===== config.mk =====
export PLATFORM = sky130hd
export DESIGN_NAME = blind_stepper_position_controller
export DESIGN_NICKNAME = d
export VERILOG_FILES = /design/src/rtl/bsp_pkg.sv /design/src/rtl/bsp_front.sv /design/src/rtl/bsp_queue.sv /design/src/rtl/bsp_back.sv /design/src/rtl/blind_stepper_position_controller.sv
export SDC_FILE = /design/constraint.sdc
export NUM_CORES = 1
export LEC_CHECK = 0
export CAP_MARGIN = 30
export CORE_ASPECT_RATIO = 2
export CORE_MARGIN = 4
export CORE_UTILIZATION = 65
export CTS_BUF_LIST = sky130_fd_sc_hd__clkbuf_2 sky130_fd_sc_hd__clkbuf_4 sky130_fd_sc_hd__clkbuf_8
export DETAILED_ROUTE_END_ITERATION = 8
export DONT_BUFFER_PORTS = 1
export GPL_TIMING_DRIVEN = 0
export HOLD_SLACK_MARGIN = 0.05
export PLACE_DENSITY = 0.88
export SYNTH_ARGS = -nofsm -noshare
export SYNTH_HDL_FRONTEND = slang
export SYNTH_HIERARCHICAL = 1
export SYNTH_SLANG_ARGS = --single-unit

===== constraint.sdc =====
create_clock -name clk -period 4.63 [get_ports clk]
set_input_delay 0.6945 -clock clk [delete_from_list [all_inputs] [get_ports clk]]
set_output_delay 0.6945 -clock clk [all_outputs]
set_load 0.02 [all_outputs]

===== src/rtl/bsp_pkg.sv =====
// ============================================================================
// bsp_pkg
// Shared types, codes and constants for the blind stepper position controller.
// ============================================================================
package bsp_pkg;

    // Default sizes
    localparam int HISTORY_LEN_DEF = 8;
    localparam int POS_BITS_DEF    = 16;

    // Input transaction layout
    localparam int CMD_W       = 8;
    localparam int LIGHT_W     = 12;
    localparam int IN_TDATA_W  = 32;
    localparam int OUT_FIXED_W = 9;

    // Configuration port
    localparam int CFG_ADDR_W = 1;
    localparam int CFG_DATA_W = 12;
    localparam logic [CFG_ADDR_W-1:0] REG_DIFF_THRESHOLD  = 1'd0;
    localparam logic [CFG_ADDR_W-1:0] REG_LEVEL_THRESHOLD = 1'd1;
    localparam logic [CFG_DATA_W-1:0] DIFF_THRESHOLD_RST  = 12'd200;
    localparam logic [CFG_DATA_W-1:0] LEVEL_THRESHOLD_RST = 12'd300;

    localparam int LIMIT_RST = 1000;

    // Command bytes
    localparam logic [CMD_W-1:0] CMD_STOP  = 8'd0;
    localparam logic [CMD_W-1:0] CMD_DOWN  = 8'd1;
    localparam logic [CMD_W-1:0] CMD_UP    = 8'd2;
    localparam logic [CMD_W-1:0] CMD_CLOSE = 8'd3;
    localparam logic [CMD_W-1:0] CMD_OPEN  = 8'd4;
    localparam logic [CMD_W-1:0] CMD_AUTO  = 8'd5;

    // Classified operations handed from front to back
    localparam logic [2:0] OP_STOP  = 3'd0;
    localparam logic [2:0] OP_DOWN  = 3'd1;
    localparam logic [2:0] OP_UP    = 3'd2;
    localparam logic [2:0] OP_CLOSE = 3'd3;
    localparam logic [2:0] OP_OPEN  = 3'd4;
    localparam logic [2:0] OP_AUTO  = 3'd5;
    localparam logic [2:0] OP_OTHER = 3'd6;
    localparam logic [2:0] OP_TICK  = 3'd7;

    // Motion and last auto move codes
    localparam logic [1:0] MOTION_STOP = 2'd0;
    localparam logic [1:0] MOTION_DOWN = 2'd1;
    localparam logic [1:0] MOTION_UP   = 2'd2;

    // Lamp bits
    localparam int LAMP_UP   = 0;
    localparam int LAMP_STOP = 1;
    localparam int LAMP_DOWN = 2;

    // Queue between front and back
    localparam int QUEUE_DEPTH = 2;
    localparam int PTR_W       = (QUEUE_DEPTH > 1) ? $clog2(QUEUE_DEPTH) : 1;
    localparam int CNT_W       = $clog2(QUEUE_DEPTH + 1);

    typedef struct packed {
        logic [2:0] op;
        logic       light_bit;
    } item_t;

endpackage


===== src/rtl/bsp_front.sv =====
// ============================================================================
// bsp_front
// Accepts input transactions, decodes commands and compares light samples.
// ============================================================================
module bsp_front
    import bsp_pkg::*;
(
    input  logic                  clk,
    input  logic                  rst_n,
    input  logic                  s_tvalid,
    output logic                  s_tready,
    input  logic [IN_TDATA_W-1:0] s_tdata,
    input  logic                  s_tuser,
    input  logic                  cfg_we,
    input  logic [CFG_ADDR_W-1:0] cfg_addr,
    input  logic [CFG_DATA_W-1:0] cfg_wdata,
    output item_t                 item,
    output logic                  item_valid,
    input  logic                  item_ready
);

    logic [CFG_DATA_W-1:0] diff_thr_reg;
    logic [CFG_DATA_W-1:0] level_thr_reg;
    item_t                 item_reg;
    item_t                 item_next;
    logic                  valid_reg;
    logic [CMD_W-1:0]      command;
    logic [LIGHT_W-1:0]    light_one;
    logic [LIGHT_W-1:0]    light_two;
    logic [LIGHT_W:0]      light_diff;
    logic                  accept;

    assign command   = s_tdata[CMD_W-1:0];
    assign light_one = s_tdata[CMD_W +: LIGHT_W];
    assign light_two = s_tdata[CMD_W+LIGHT_W +: LIGHT_W];

    assign s_tready = !valid_reg || item_ready;
    assign accept   = s_tvalid && s_tready;

    // sign bit set means light_two is brighter
    assign light_diff = {1'b0, light_one} - {1'b0, light_two};

    always_comb
    begin
        item_next.light_bit = (!light_diff[LIGHT_W] && (light_diff[LIGHT_W-1:0] > diff_thr_reg))
                            || ((light_one > level_thr_reg) && (light_two > level_thr_reg));
        if (s_tuser)
        begin
            item_next.op = OP_TICK;
        end
        else
        begin
            case (command)
                CMD_STOP:  item_next.op = OP_STOP;
                CMD_DOWN:  item_next.op = OP_DOWN;
                CMD_UP:    item_next.op = OP_UP;
                CMD_CLOSE: item_next.op = OP_CLOSE;
                CMD_OPEN:  item_next.op = OP_OPEN;
                CMD_AUTO:  item_next.op = OP_AUTO;
                default:   item_next.op = OP_OTHER;
            endcase
        end
    end

    always_ff @(posedge clk or negedge rst_n)
    begin
        if (!rst_n)
        begin
            diff_thr_reg  <= DIFF_THRESHOLD_RST;
            level_thr_reg <= LEVEL_THRESHOLD_RST;
        end
        else if (cfg_we)
        begin
            case (cfg_addr)
                REG_DIFF_THRESHOLD:  diff_thr_reg  <= cfg_wdata;
                REG_LEVEL_THRESHOLD: level_thr_reg <= cfg_wdata;
                default:             ;
            endcase
        end
    end

    always_ff @(posedge clk or negedge rst_n)
    begin
        if (!rst_n)
        begin
            valid_reg <= 1'b0;
        end
        else if (accept)
        begin
            valid_reg <= 1'b1;
        end
        else if (item_ready)
        begin
            valid_reg <= 1'b0;
        end
    end

    always_ff @(posedge clk)
    begin
        if (accept)
        begin
            item_reg <= item_next;
        end
    end

    assign item       = item_reg;
    assign item_valid = valid_reg;

endmodule


===== src/rtl/bsp_queue.sv =====
// ============================================================================
// bsp_queue
// Short FIFO of classified transactions between front and back.
// ============================================================================
module bsp_queue
    import bsp_pkg::*;
(
    input  logic  clk,
    input  logic  rst_n,
    input  item_t push_item,
    input  logic  push_valid,
    output logic  push_ready,
    output item_t pop_item,
    output logic  pop_valid,
    input  logic  pop_ready
);

    item_t             store_reg [QUEUE_DEPTH];
    logic [PTR_W-1:0]  wr_ptr_reg;
    logic [PTR_W-1:0]  rd_ptr_reg;
    logic [CNT_W-1:0]  count_reg;
    logic              do_push;
    logic              do_pop;

    assign push_ready = (count_reg != CNT_W'(QUEUE_DEPTH));
    assign pop_valid  = (count_reg != '0);
    assign do_push    = push_valid && push_ready;
    assign do_pop     = pop_valid && pop_ready;
    assign pop_item   = store_reg[rd_ptr_reg];

    always_ff @(posedge clk or negedge rst_n)
    begin
        if (!rst_n)
        begin
            wr_ptr_reg <= '0;
            rd_ptr_reg <= '0;
            count_reg  <= '0;
        end
        else
        begin
            if (do_push)
            begin
                wr_ptr_reg <= (wr_ptr_reg == PTR_W'(QUEUE_DEPTH - 1)) ? '0 : wr_ptr_reg + 1'b1;
            end
            if (do_pop)
            begin
                rd_ptr_reg <= (rd_ptr_reg == PTR_W'(QUEUE_DEPTH - 1)) ? '0 : rd_ptr_reg + 1'b1;
            end
            if (do_push && !do_pop)
            begin
                count_reg <= count_reg + 1'b1;
            end
            else if (do_pop && !do_push)
            begin
                count_reg <= count_reg - 1'b1;
            end
        end
    end

    always_ff @(posedge clk)
    begin
        if (do_push)
        begin
            store_reg[wr_ptr_reg] <= push_item;
        end
    end

endmodule


===== src/rtl/bsp_back.sv =====
// ============================================================================
// bsp_back
// Executes classified transactions: motion, calibration, auto mode, lamps.
// ============================================================================
module bsp_back
    import bsp_pkg::*;
#(
    parameter int HISTORY_LEN = HISTORY_LEN_DEF,
    parameter int POS_BITS    = POS_BITS_DEF
)
(
    input  logic                                        clk,
    input  logic                                        rst_n,
    input  item_t                                       pop_item,
    input  logic                                        pop_valid,
    output logic                                        pop_ready,
    output logic                                        m_tvalid,
    input  logic                                        m_tready,
    output logic [((OUT_FIXED_W+2*POS_BITS+7)/8)*8-1:0] m_tdata
);

    localparam int OUT_W = ((OUT_FIXED_W + 2*POS_BITS + 7) / 8) * 8;
    localparam int PAD_W = OUT_W - (OUT_FIXED_W + 2*POS_BITS);
    localparam logic [POS_BITS-1:0] LIMIT_RST_P = POS_BITS'(LIMIT_RST);

    logic [POS_BITS-1:0]    pos_reg,    pos_next;
    logic [3:0]             pos_mod_reg, pos_mod_next;   // position modulo ten
    logic [POS_BITS-1:0]    limit_reg,  limit_next;
    logic [1:0]             motion_reg, motion_next;
    logic                   cal_open_reg, cal_open_next;
    logic                   cal_close_reg, cal_close_next;
    logic                   auto_reg,   auto_next;
    logic [1:0]             last_move_reg, last_move_next;
    logic [HISTORY_LEN-1:0] hist_reg,   hist_next;
    logic [2:0]             lamps_reg,  lamps_next;
    logic                   dir_up_reg, dir_up_next;
    logic                   awake_reg,  awake_next;
    logic                   pulse, prep, lrep;
    logic                   fire;
    logic                   out_valid_reg;
    logic [OUT_W-1:0]       out_data_reg;
    logic [OUT_W-1:0]       out_data_next;
    logic [3:0]             mod_inc, mod_dec;

    assign pop_ready = !out_valid_reg || m_tready;
    assign fire      = pop_valid && pop_ready;

    assign mod_inc = (pos_mod_reg == 4'd9) ? 4'd0 : pos_mod_reg + 4'd1;
    assign mod_dec = (pos_mod_reg == 4'd0) ? 4'd9 : pos_mod_reg - 4'd1;

    always_comb
    begin
        pos_next       = pos_reg;
        pos_mod_next   = pos_mod_reg;
        limit_next     = limit_reg;
        motion_next    = motion_reg;
        cal_open_next  = cal_open_reg;
        cal_close_next = cal_close_reg;
        auto_next      = auto_reg;
        last_move_next = last_move_reg;
        hist_next      = hist_reg;
        lamps_next     = lamps_reg;
        dir_up_next    = dir_up_reg;
        awake_next     = awake_reg;
        pulse          = 1'b0;
        prep           = 1'b0;
        lrep           = 1'b0;

        if (pop_item.op == OP_TICK)
        begin
            if (auto_reg)
            begin
                hist_next = {hist_reg[HISTORY_LEN-2:0], pop_item.light_bit};
                if (hist_next == '1)
                begin
                    if (last_move_reg != MOTION_UP)
                    begin
                        last_move_next = MOTION_UP;
                        motion_next    = MOTION_UP;
                    end
                end
                else if (hist_next == '0)
                begin
                    if (last_move_reg != MOTION_DOWN)
                    begin
                        last_move_next = MOTION_DOWN;
                        motion_next    = MOTION_DOWN;
                    end
                end
            end

            if (motion_next == MOTION_UP)
            begin
                dir_up_next = 1'b1;
                if (cal_open_reg || cal_close_reg)
                begin
                    pulse = 1'b1;
                end
                else if (pos_reg != '0)
                begin
                    pos_next     = pos_reg - 1'b1;
                    pos_mod_next = mod_dec;
                    pulse        = 1'b1;
                    prep         = (mod_dec == 4'd0);
                end
                else
                begin
                    motion_next = MOTION_STOP;
                end
            end
            else if (motion_next == MOTION_DOWN)
            begin
                dir_up_next = 1'b0;
                if (cal_open_reg || cal_close_reg)
                begin
                    // saturating count while calibrating
                    if (pos_reg != '1)
                    begin
                        pos_next     = pos_reg + 1'b1;
                        pos_mod_next = mod_inc;
                    end
                    pulse = 1'b1;
                end
                else if (pos_reg < limit_reg)
                begin
                    pos_next     = pos_reg + 1'b1;
                    pos_mod_next = mod_inc;
                    pulse        = 1'b1;
                    prep         = (mod_inc == 4'd0);
                end
                else
                begin
                    motion_next = MOTION_STOP;
                end
            end
            awake_next = pulse;
        end
        else
        begin
            motion_next = MOTION_STOP;
            case (pop_item.op)
                OP_STOP:
                begin
                    prep       = (pos_mod_reg == 4'd0);
                    lamps_next = 3'b000;
                    lamps_next[LAMP_STOP] = 1'b1;
                end
                OP_DOWN:
                begin
                    lamps_next[LAMP_DOWN] = 1'b1;
                    lamps_next[LAMP_STOP] = 1'b0;
                    motion_next = MOTION_DOWN;
                end
                OP_UP:
                begin
                    lamps_next[LAMP_UP]   = 1'b1;
                    lamps_next[LAMP_STOP] = 1'b0;
                    motion_next = MOTION_UP;
                end
                OP_CLOSE:
                begin
                    if (cal_close_reg)
                    begin
                        pos_next       = '0;
                        pos_mod_next   = 4'd0;
                        cal_close_next = 1'b0;
                    end
                    else
                    begin
                        cal_close_next = 1'b1;
                    end
                end
                OP_OPEN:
                begin
                    if (cal_open_reg)
                    begin
                        limit_next    = pos_reg;
                        lrep          = 1'b1;
                        cal_open_next = 1'b0;
                    end
                    else
                    begin
                        cal_open_next = 1'b1;
                    end
                end
                OP_AUTO:
                begin
                    auto_next      = !auto_reg;
                    last_move_next = MOTION_STOP;
                end
                default: ;
            endcase
        end
    end

    // tdata, highest bit first (step pulse lands in bit 0)
    always_comb
    begin
        out_data_next = {{PAD_W{1'b0}},
                         auto_next,
                         lamps_next[LAMP_DOWN],
                         lamps_next[LAMP_STOP],
                         lamps_next[LAMP_UP],
                         limit_next,
                         lrep,
                         prep,
                         pos_next,
                         awake_next,
                         dir_up_next,
                         pulse};
    end

    always_ff @(posedge clk or negedge rst_n)
    begin
        if (!rst_n)
        begin
            pos_reg       <= '0;
            pos_mod_reg   <= 4'd0;
            limit_reg     <= LIMIT_RST_P;
            motion_reg    <= MOTION_STOP;
            cal_open_reg  <= 1'b0;
            cal_close_reg <= 1'b0;
            auto_reg      <= 1'b0;
            last_move_reg <= MOTION_STOP;
            hist_reg      <= '0;
            lamps_reg     <= 3'b000;
            dir_up_reg    <= 1'b1;
            awake_reg     <= 1'b0;
        end
        else if (fire)
        begin
            pos_reg       <= pos_next;
            pos_mod_reg   <= pos_mod_next;
            limit_reg     <= limit_next;
            motion_reg    <= motion_next;
            cal_open_reg  <= cal_open_next;
            cal_close_reg <= cal_close_next;
            auto_reg      <= auto_next;
            last_move_reg <= last_move_next;
            hist_reg      <= hist_next;
            lamps_reg     <= lamps_next;
            dir_up_reg    <= dir_up_next;
            awake_reg     <= awake_next;
        end
    end

    always_ff @(posedge clk or negedge rst_n)
    begin
        if (!rst_n)
        begin
            out_valid_reg <= 1'b0;
        end
        else if (fire)
        begin
            out_valid_reg <= 1'b1;
        end
        else if (m_tready)
        begin
            out_valid_reg <= 1'b0;
        end
    end

    always_ff @(posedge clk)
    begin
        if (fire)
        begin
            out_data_reg <= out_data_next;
        end
    end

    assign m_tvalid = out_valid_reg;
    assign m_tdata  = out_data_reg;

endmodule


===== src/rtl/blind_stepper_position_controller.sv =====
// ============================================================================
// blind_stepper_position_controller
// Roller-blind stepper control: commands, motion ticks, calibration, auto mode.
// ============================================================================
// Usage:
//   Slave stream (s_*): one transaction per command byte or motion tick.
//   s_tuser is the mode flag (0 command, 1 tick); s_tdata carries the command
//   byte and two 12-bit light samples. Every input transaction yields exactly
//   one result transaction on the master stream (m_*), in order.
//   cfg_we/cfg_addr/cfg_wdata write the two light thresholds (index 0 diff,
//   index 1 level); write them only while no transaction is in flight.
// Path: a result passes through the front register, the two-entry queue and
//   the output register before it shows on m_tvalid.
// Throughput: one transaction per cycle while m_tready stays high; all per-item
//   state update is computed combinationally in the back stage, so nothing iterates.
// Reset: rst_n resets all control state at once; position 0, travel limit 1000
//   (truncated to POS_BITS), motion stopped, auto off, lamps off, direction up.
// Stall: while m_tready is low the result waits in the output register; the
//   queue and front register keep absorbing input, and s_tready falls only
//   once both are full. No transaction is dropped or repeated.
// ============================================================================
module blind_stepper_position_controller
    import bsp_pkg::*;
#(
    parameter int HISTORY_LEN = HISTORY_LEN_DEF,
    parameter int POS_BITS    = POS_BITS_DEF
)
(
    input  logic                                        clk,
    input  logic                                        rst_n,
    // slave stream
    input  logic                                        s_tvalid,
    output logic                                        s_tready,
    // [7:0] command, [19:8] light_one, [31:20] light_two
    input  logic [IN_TDATA_W-1:0]                       s_tdata,
    // [0] mode
    input  logic                                        s_tuser,
    // master stream
    output logic                                        m_tvalid,
    input  logic                                        m_tready,
    // step_pulse, direction_up, motor_awake, position, position_report,
    // limit_report, travel_limit, up lamp, stop lamp, down lamp, auto_on,
    // then zero fill (lowest bit first)
    output logic [((OUT_FIXED_W+2*POS_BITS+7)/8)*8-1:0] m_tdata,
    // configuration
    input  logic                                        cfg_we,
    input  logic [CFG_ADDR_W-1:0]                       cfg_addr,
    input  logic [CFG_DATA_W-1:0]                       cfg_wdata
);

    item_t front_item;
    logic  front_valid;
    logic  front_ready;
    item_t queue_item;
    logic  queue_valid;
    logic  queue_ready;

    // front: accept, decode command, compare light samples
    bsp_front u_front (
        .clk        (clk),
        .rst_n      (rst_n),
        .s_tvalid   (s_tvalid),
        .s_tready   (s_tready),
        .s_tdata    (s_tdata),
        .s_tuser    (s_tuser),
        .cfg_we     (cfg_we),
        .cfg_addr   (cfg_addr),
        .cfg_wdata  (cfg_wdata),
        .item       (front_item),
        .item_valid (front_valid),
        .item_ready (front_ready)
    );

    // decoupling queue
    bsp_queue u_queue (
        .clk        (clk),
        .rst_n      (rst_n),
        .push_item  (front_item),
        .push_valid (front_valid),
        .push_ready (front_ready),
        .pop_item   (queue_item),
        .pop_valid  (queue_valid),
        .pop_ready  (queue_ready)
    );

    // back: state update and result register
    bsp_back #(
        .HISTORY_LEN (HISTORY_LEN),
        .POS_BITS    (POS_BITS)
    ) u_back (
        .clk       (clk),
        .rst_n     (rst_n),
        .pop_item  (queue_item),
        .pop_valid (queue_valid),
        .pop_ready (queue_ready),
        .m_tvalid  (m_tvalid),
        .m_tready  (m_tready),
        .m_tdata   (m_tdata)
    );

endmodule


* After elaboration in Yosys (flattened, before gate mapping)
Memory sizes are Yosys's and may differ from the RTL's.
Cells that the tools add are included.
** Word-level totals
- Bits in registers :: 130
- RAM bits :: 8
- Input port bits :: 51
- Output and inout bits :: 50
- Logic and storage cells :: 193
- Memories kept :: 1
** Operators by class
- $add $sub $neg :: 9
- Magnitude comparators :: 4
- Equal/unequal tests :: 28
- Muxes and demuxes :: 84
- Bitwise gates (word level) :: 3
- Reductions and logical operators :: 40
** Memories
- u_queue.store_reg :: words 2, bits a word 4, read ports 1, clocked after memory_dff 0, write ports 1, RTL line bsp_queue.sv:18 : item_t store_reg [QUEUE_DEPTH];
** Operators with widths (count)
- 16-bit 2-to-1 mux :: 13
- 4-bit 2-to-1 mux :: 12
- 2-bit 2-to-1 mux :: 22
- 12-bit > comparator :: 3
- 1-bit 2-to-1 mux :: 31
- 3-bit inequality test (second input constant) :: 7
- 3-bit case mux with 6 select lines :: 1
- 16-bit by 1-bit adder with 16-bit output (second input constant) :: 1
- 8-bit by 2-bit == test with 1-bit output (second input constant) :: 2
- 8-bit by 3-bit == test with 1-bit output (second input constant) :: 2
- 8-bit logical NOT :: 2
- 16-bit < comparator :: 1
- 16-bit inequality test (second input constant) :: 1
- 16-bit nonzero test :: 1
- 16-bit by 1-bit subtractor with 16-bit output (second input constant) :: 1
- 2-bit nonzero test :: 7
- 12-bit by 12-bit subtractor with 13-bit output :: 1
- 4-bit logical NOT :: 3
- 3-bit == test (second input constant) :: 3
- 3-bit AND reduction :: 3
- 8-bit by 1-bit == test with 1-bit output (second input constant) :: 1
- 8-bit == test (second input constant) :: 1
- 8-bit AND reduction :: 1
- 1-bit logical AND :: 7
- 23 further kinds :: 41

* Depth between registers and ports, before layout
- Word-level depth :: 11
- Depth in mapped cells :: 15
- Depth with buffers taken out :: 15

* By module
The synthesis kept the hierarchy.
** Modules (own cells, without submodules)
- bsp_back :: instances 1, cells an instance 613, area each 5840.6 um^2, sequential area each 2641.3 um^2
- bsp_front :: instances 1, cells an instance 281, area each 2531.2 um^2, sequential area each 754.5 um^2
- bsp_queue :: instances 1, cells an instance 30, area each 496.7 um^2, sequential area each 340.3 um^2

* Worst setup path after synthesis
OpenSTA, ideal clock, no wires.
- Kind :: input -> register
- Start point :: input port s_tdata[21]
- End point :: register u_front.item_reg, in the netlist u_front/item[0] (data pin)
- Setup time :: 257 ps
- Data arrival time :: 3165 ps
- Data required time :: 4373 ps
- Path slack :: 1208 ps
- Cell stages on the path :: 13
- Path buffers :: 0
- Cell sequence :: inv_1 ha_1 nor2b_4 o31a_1 or4_4 a31oi_4 o31ai_2 xor2_1 ha_1 nand4_1 o32ai_1 a21oi_1 a32o_1
** RTL lines
- from (decl) :: RTL line blind_stepper_position_controller.sv:35 : input logic [IN_TDATA_W-1:0] s_tdata,
- to (signal assigned) :: RTL line bsp_front.sv:102 : item_reg <= item_next;
- to (decl) :: RTL line bsp_front.sv:24 : item_t item_reg;

==> summary.md <==
| Metric | Value |
|---|---|
| Run status | `finished clean` |
| Post-Synth XOR/XNOR Area | `0.0217` |
| Rows | `60` |
| Net Switching | `2780 µW` |
| Static Leak | `0.00405 µW` |
| Worst Setup SP | `s_tdata[21]` |
| Reg2Reg Capture Point | `u_back/m_tdata[3]` |
| Post-synthesis simple-gate area fraction | `0.185` |
| F_max | `306 MHz` |
| Unrepaired setup endpoints after global routing | `no` |
| Net Sw Frac | `0.461` |
| Drt drc | `0` |
| Final Cell Area | `0.00957 mm²` |
| Area after DPL | `0.00911 mm²` |
| Compound-Gate Fraction of Synth Area | `0.177` |
| Worst clock skew | `0.0181 ns` |
| Final Cycle Share | `0.707` |
| Setup Fix Bufs, Post-CTS | `0` |
| Worst Path Max Fanout | `4` |
| CP Capture Type | `register` |
| Core ar. | `0.0134 mm²` |
| Critical Setup Path Class | `in -> reg` |
| Share of post-route cells with drive strength above 1 | `0.142` |
| Peak VDD IR | `279 µV` |
| Cell area after synthesis | `just under 0.009 mm²` |
| Largest net degree at the start of global routing | `72` |
| Total Wirelength | `between 20,000 and 25,000 µm` |
| Adder-cell share of the synthesized area | `0.0968` |
| Die area | `0.0157 mm²` |
| First-pass GRT wire length | `38,600 µm` |
| EDFF count, synth | `53` |
| Mux contribution to synthesized area | `0.0382` |
| # port buffers | `0` |
| Critical Path RT | `4.83 ns` |
| CTS Sinks | `138` |
| Worst-skew pair later-pin latency | `0.45 ns` |
| Remaining Overflow, GRT | `0` |
| Hold Crit Class | `in -> async` |
| Die H | `about 170 µm` |
| Global-route usage over all layers | `0.318` |
| Max cap viols | `0` |
| CTS tree | `yes` |
| I/O pins | `101` |
| Int Power | `3240 µW` |
| Hold WS | `a little under 0.09 ns` |
| Worst-path clk slew | `about 0.090 ns` |
| DRT iter0 DRCs | `around 500` |
| Min Tclk post-route | `between 3 and 4 ns` |
| Root Buffer | `clkbuf_8` |
| CTS HTree Levels | `4` |
| GP Congestion | `1.01` |
| Setup violations, final | `0` |
| Max-slew violations | `0` |
| Startpoint types | `primary input` |
| Initial Utilization | `0.660` |
| Final Non-Filler Cells | `around 1.1k` |
| Post-route ant nets | `0` |
| HPWL after DPL | `18,700 µm` |
| Ant. Diodes | `0` |
| Max reg flops | `just over 40` |
| Slew margin rel. | `0.425` |
| Reg2reg start | `u_queue/rd_ptr_reg` |
| Warnings, synthesis | `6` |
| Reg2reg setup slack | `1.49 ns` |
| Sequential area share after synthesis | `0.421` |
| R2R depth | `8` |
| Min setup slack post-route | `~1.4 ns` |
| Via Count | `7,452` |
| Die width | `between 90 and 100 µm` |
| Placed Cells | `1,086` |
| Synthesis-to-layout area growth | `7.87%` |
| Final layout net count | `around 1.1k` |
| Maximum clock insertion buffer count | `2` |
| Vias in the first global route | `7,727` |
| Setup TNS Final | `0 ns` |
| Drt via density | `around 6.6` |
| Synthesized flop and latch total | `around 140` |
| Sequential share of power | `0.375` |
| Post-Place Worst Slack | `0.919 ns` |
| Main combinational cell family by area after synthesis | `simple AND/OR/NAND/NOR gates` |
| Slew @ Worst Pin | `0.860 ns` |
| Cts repair resizes | `0` |
| Initial antenna violation count | `0` |
| Async S/R FF share, synth | `0.616` |
| Top FF cell, synth | `dfrtp_1` |
| Total CTS buffers | `17` |
| Yosys cell types | `96` |
| Final hold vios | `0` |
| Combinational power share | `0.454` |
| WL/cell | `22.0 µm` |
| Clock share of power | `0.171` |
| Setup crit end | `u_front/item[0]` |
| Syn Area/Cell | `9.60 µm²` |
| Synth Instances | `924` |
| WP data arrival | `between 3 and 4 ns` |
| DR pass1 iterations | `8` |
| P per Cell Area | `between 600 and 700 mW/mm²` |
## routing by layer
metal / vias up / global-route usage / wire, µm
li1: 3414 / - / -
met1: 3528 / 0.281 / 7500
met2: 347 / 0.593 / 13500
met4: 0 / 0.267 / 2240
met5: - / 0 / 0
met3: 163 / 0.0666 / 1380
## critical path, stage by stage
cell and delay (ns):
inv_1 0.03, ha_1 0.27, nor2b_4 0.13, o31a_1 0.28, or4_4 0.45, a31oi_4 0.24, o31ai_2 0.10, xor2_1 0.16
ha_1 0.31, nand4_1 0.16, o32ai_1 0.32, a21oi_1 0.07, a32o_1 0.26
## cells in the mapped netlist (all sizes together), types with 4 or more instances
| master | number | area [µm²] |
|---|---|---|
| a31oi | 17 | 121 |
| or2 | 4 | 27.5 |
| inv | 70 | 263 |
| and3 | 13 | 81.3 |
| o21ai | 78 | 405 |
| dfrtp | 71 | 1780 |
| edfxtp | 53 | 1590 |
| a211oi | 5 | 42.5 |
| a31o | 8 | 70.1 |
| or4 | 4 | 33.8 |
| o221ai | 5 | 50.0 |
| xor2 | 5 | 43.8 |
| o21a | 10 | 75.1 |
| clkbuf | 27 | 103 |
| nor2 | 59 | 250 |
| buf | 24 | 163 |
| nand2b | 18 | 120 |
| and4 | 6 | 55.1 |
| nor2b | 6 | 45.0 |
| a21oi | 56 | 280 |
| dfstp | 14 | 368 |
| ha | 67 | 838 |
| a21o | 9 | 67.6 |
| o22ai | 4 | 25.0 |
| a32oi | 4 | 35.0 |
| o31ai | 5 | 42.5 |
| xnor2 | 17 | 149 |
| mux2 | 28 | 319 |
| o211ai | 8 | 60.1 |
| nand2 | 103 | 397 |
| nor3 | 24 | 136 |
| nor4 | 12 | 109 |
| nand3 | 17 | 90.1 |
| and2 | 4 | 25.0 |
| nand4 | 21 | 156 |
## worst min path at each step
stage	slack [ns]	endpoint	depth (start not counted)
2_1_floorplan	0.40	u_back/auto_reg	0
3_3_place_gp	0.40	u_back/pos_reg[8]	0
3_5_place_dp	0.40	u_back/pos_reg[7]	0
4_1_cts	0.06	u_back/limit_reg[7]	0
5_1_grt	0.05	u_back/limit_reg[5]	0
6_report	0.09	u_back/limit_reg[8]	0
## cells in the final DEF (no fill, tap or decap), drive strengths merged, types with 4 or more instances in the layout
master  Yosys  layout
nand2     103     103
o21ai      78      78
inv        70      72
dfrtp      71      71
ha         67      67
nor2       59      59
a21oi      56      56
edfxtp     53      53
clkbuf     27      46
mux2       28      28
buf        24      27
nor3       24      24
nand4      21      21
nand2b     18      18
xnor2      17      17
nand3      17      17
a31oi      17      17
dfstp      14      14
and3       13      13
nor4       12      12
o21a       10      10
a21o        9       9
o211ai      8       8
a31o        8       8
conb        1       7
clkinv      0       7
and4        6       6
nor2b       6       6
xor2        5       5
o31ai       5       5
o221ai      5       5
a211oi      5       5
and2        4       4
a32oi       4       4
o22ai       4       4
or4         4       4
or2         4       4
## metrics by stage
step / utilization / total power (µW)
after detailed placement: 0.678 / 4900
after global routing: 0.712 / 6350
final: 0.712 / 6020
after floorplan: - / 4090
after global placement: 0.676 / 4810
after CTS: 0.711 / 5950
## power by group through the flow
| stage | clock network, µW | logic (µW) | registers (µW) |
|---|---|---|---|
| 2_1_floorplan | 0 | 1890 | 2200 |
| 3_3_place_gp | 0 | 2540 | 2270 |
| 3_5_place_dp | 0 | 2620 | 2280 |
| 4_1_cts | 1050 | 2650 | 2260 |
| 5_1_grt | 1110 | 2950 | 2290 |
| 6_report | 1030 | 2730 | 2260 |
## final cells by class
type	instances	area, µm²
clock buffer	19	249
fill	1021	3870
clock inverter	13	169
inverter	70	263
buffer	51	267
timing repair buffer	4	62.6
sequential	138	3740
tap	155	194
multi-input combinational	671	4630
## kinds of logic (layout without fill, tap and decap cells)
family	Yosys count	count (layout)
muxes	30	30
AOI/OAI and AO/OA	240	240
buffers and inverters	121	157
adders and majority gates	68	68
DFF	138	138
xor gates and xnor gates	22	22
other	1	7
and+or+nand+nor	304	304
## timing repair
action | CTS | global route
hold buffers | 1 | 1
endpoints found under the hold margin | 71 | 2
endpoints found under the setup margin | 0 | 0
Power figures use the tool's default switching activity.
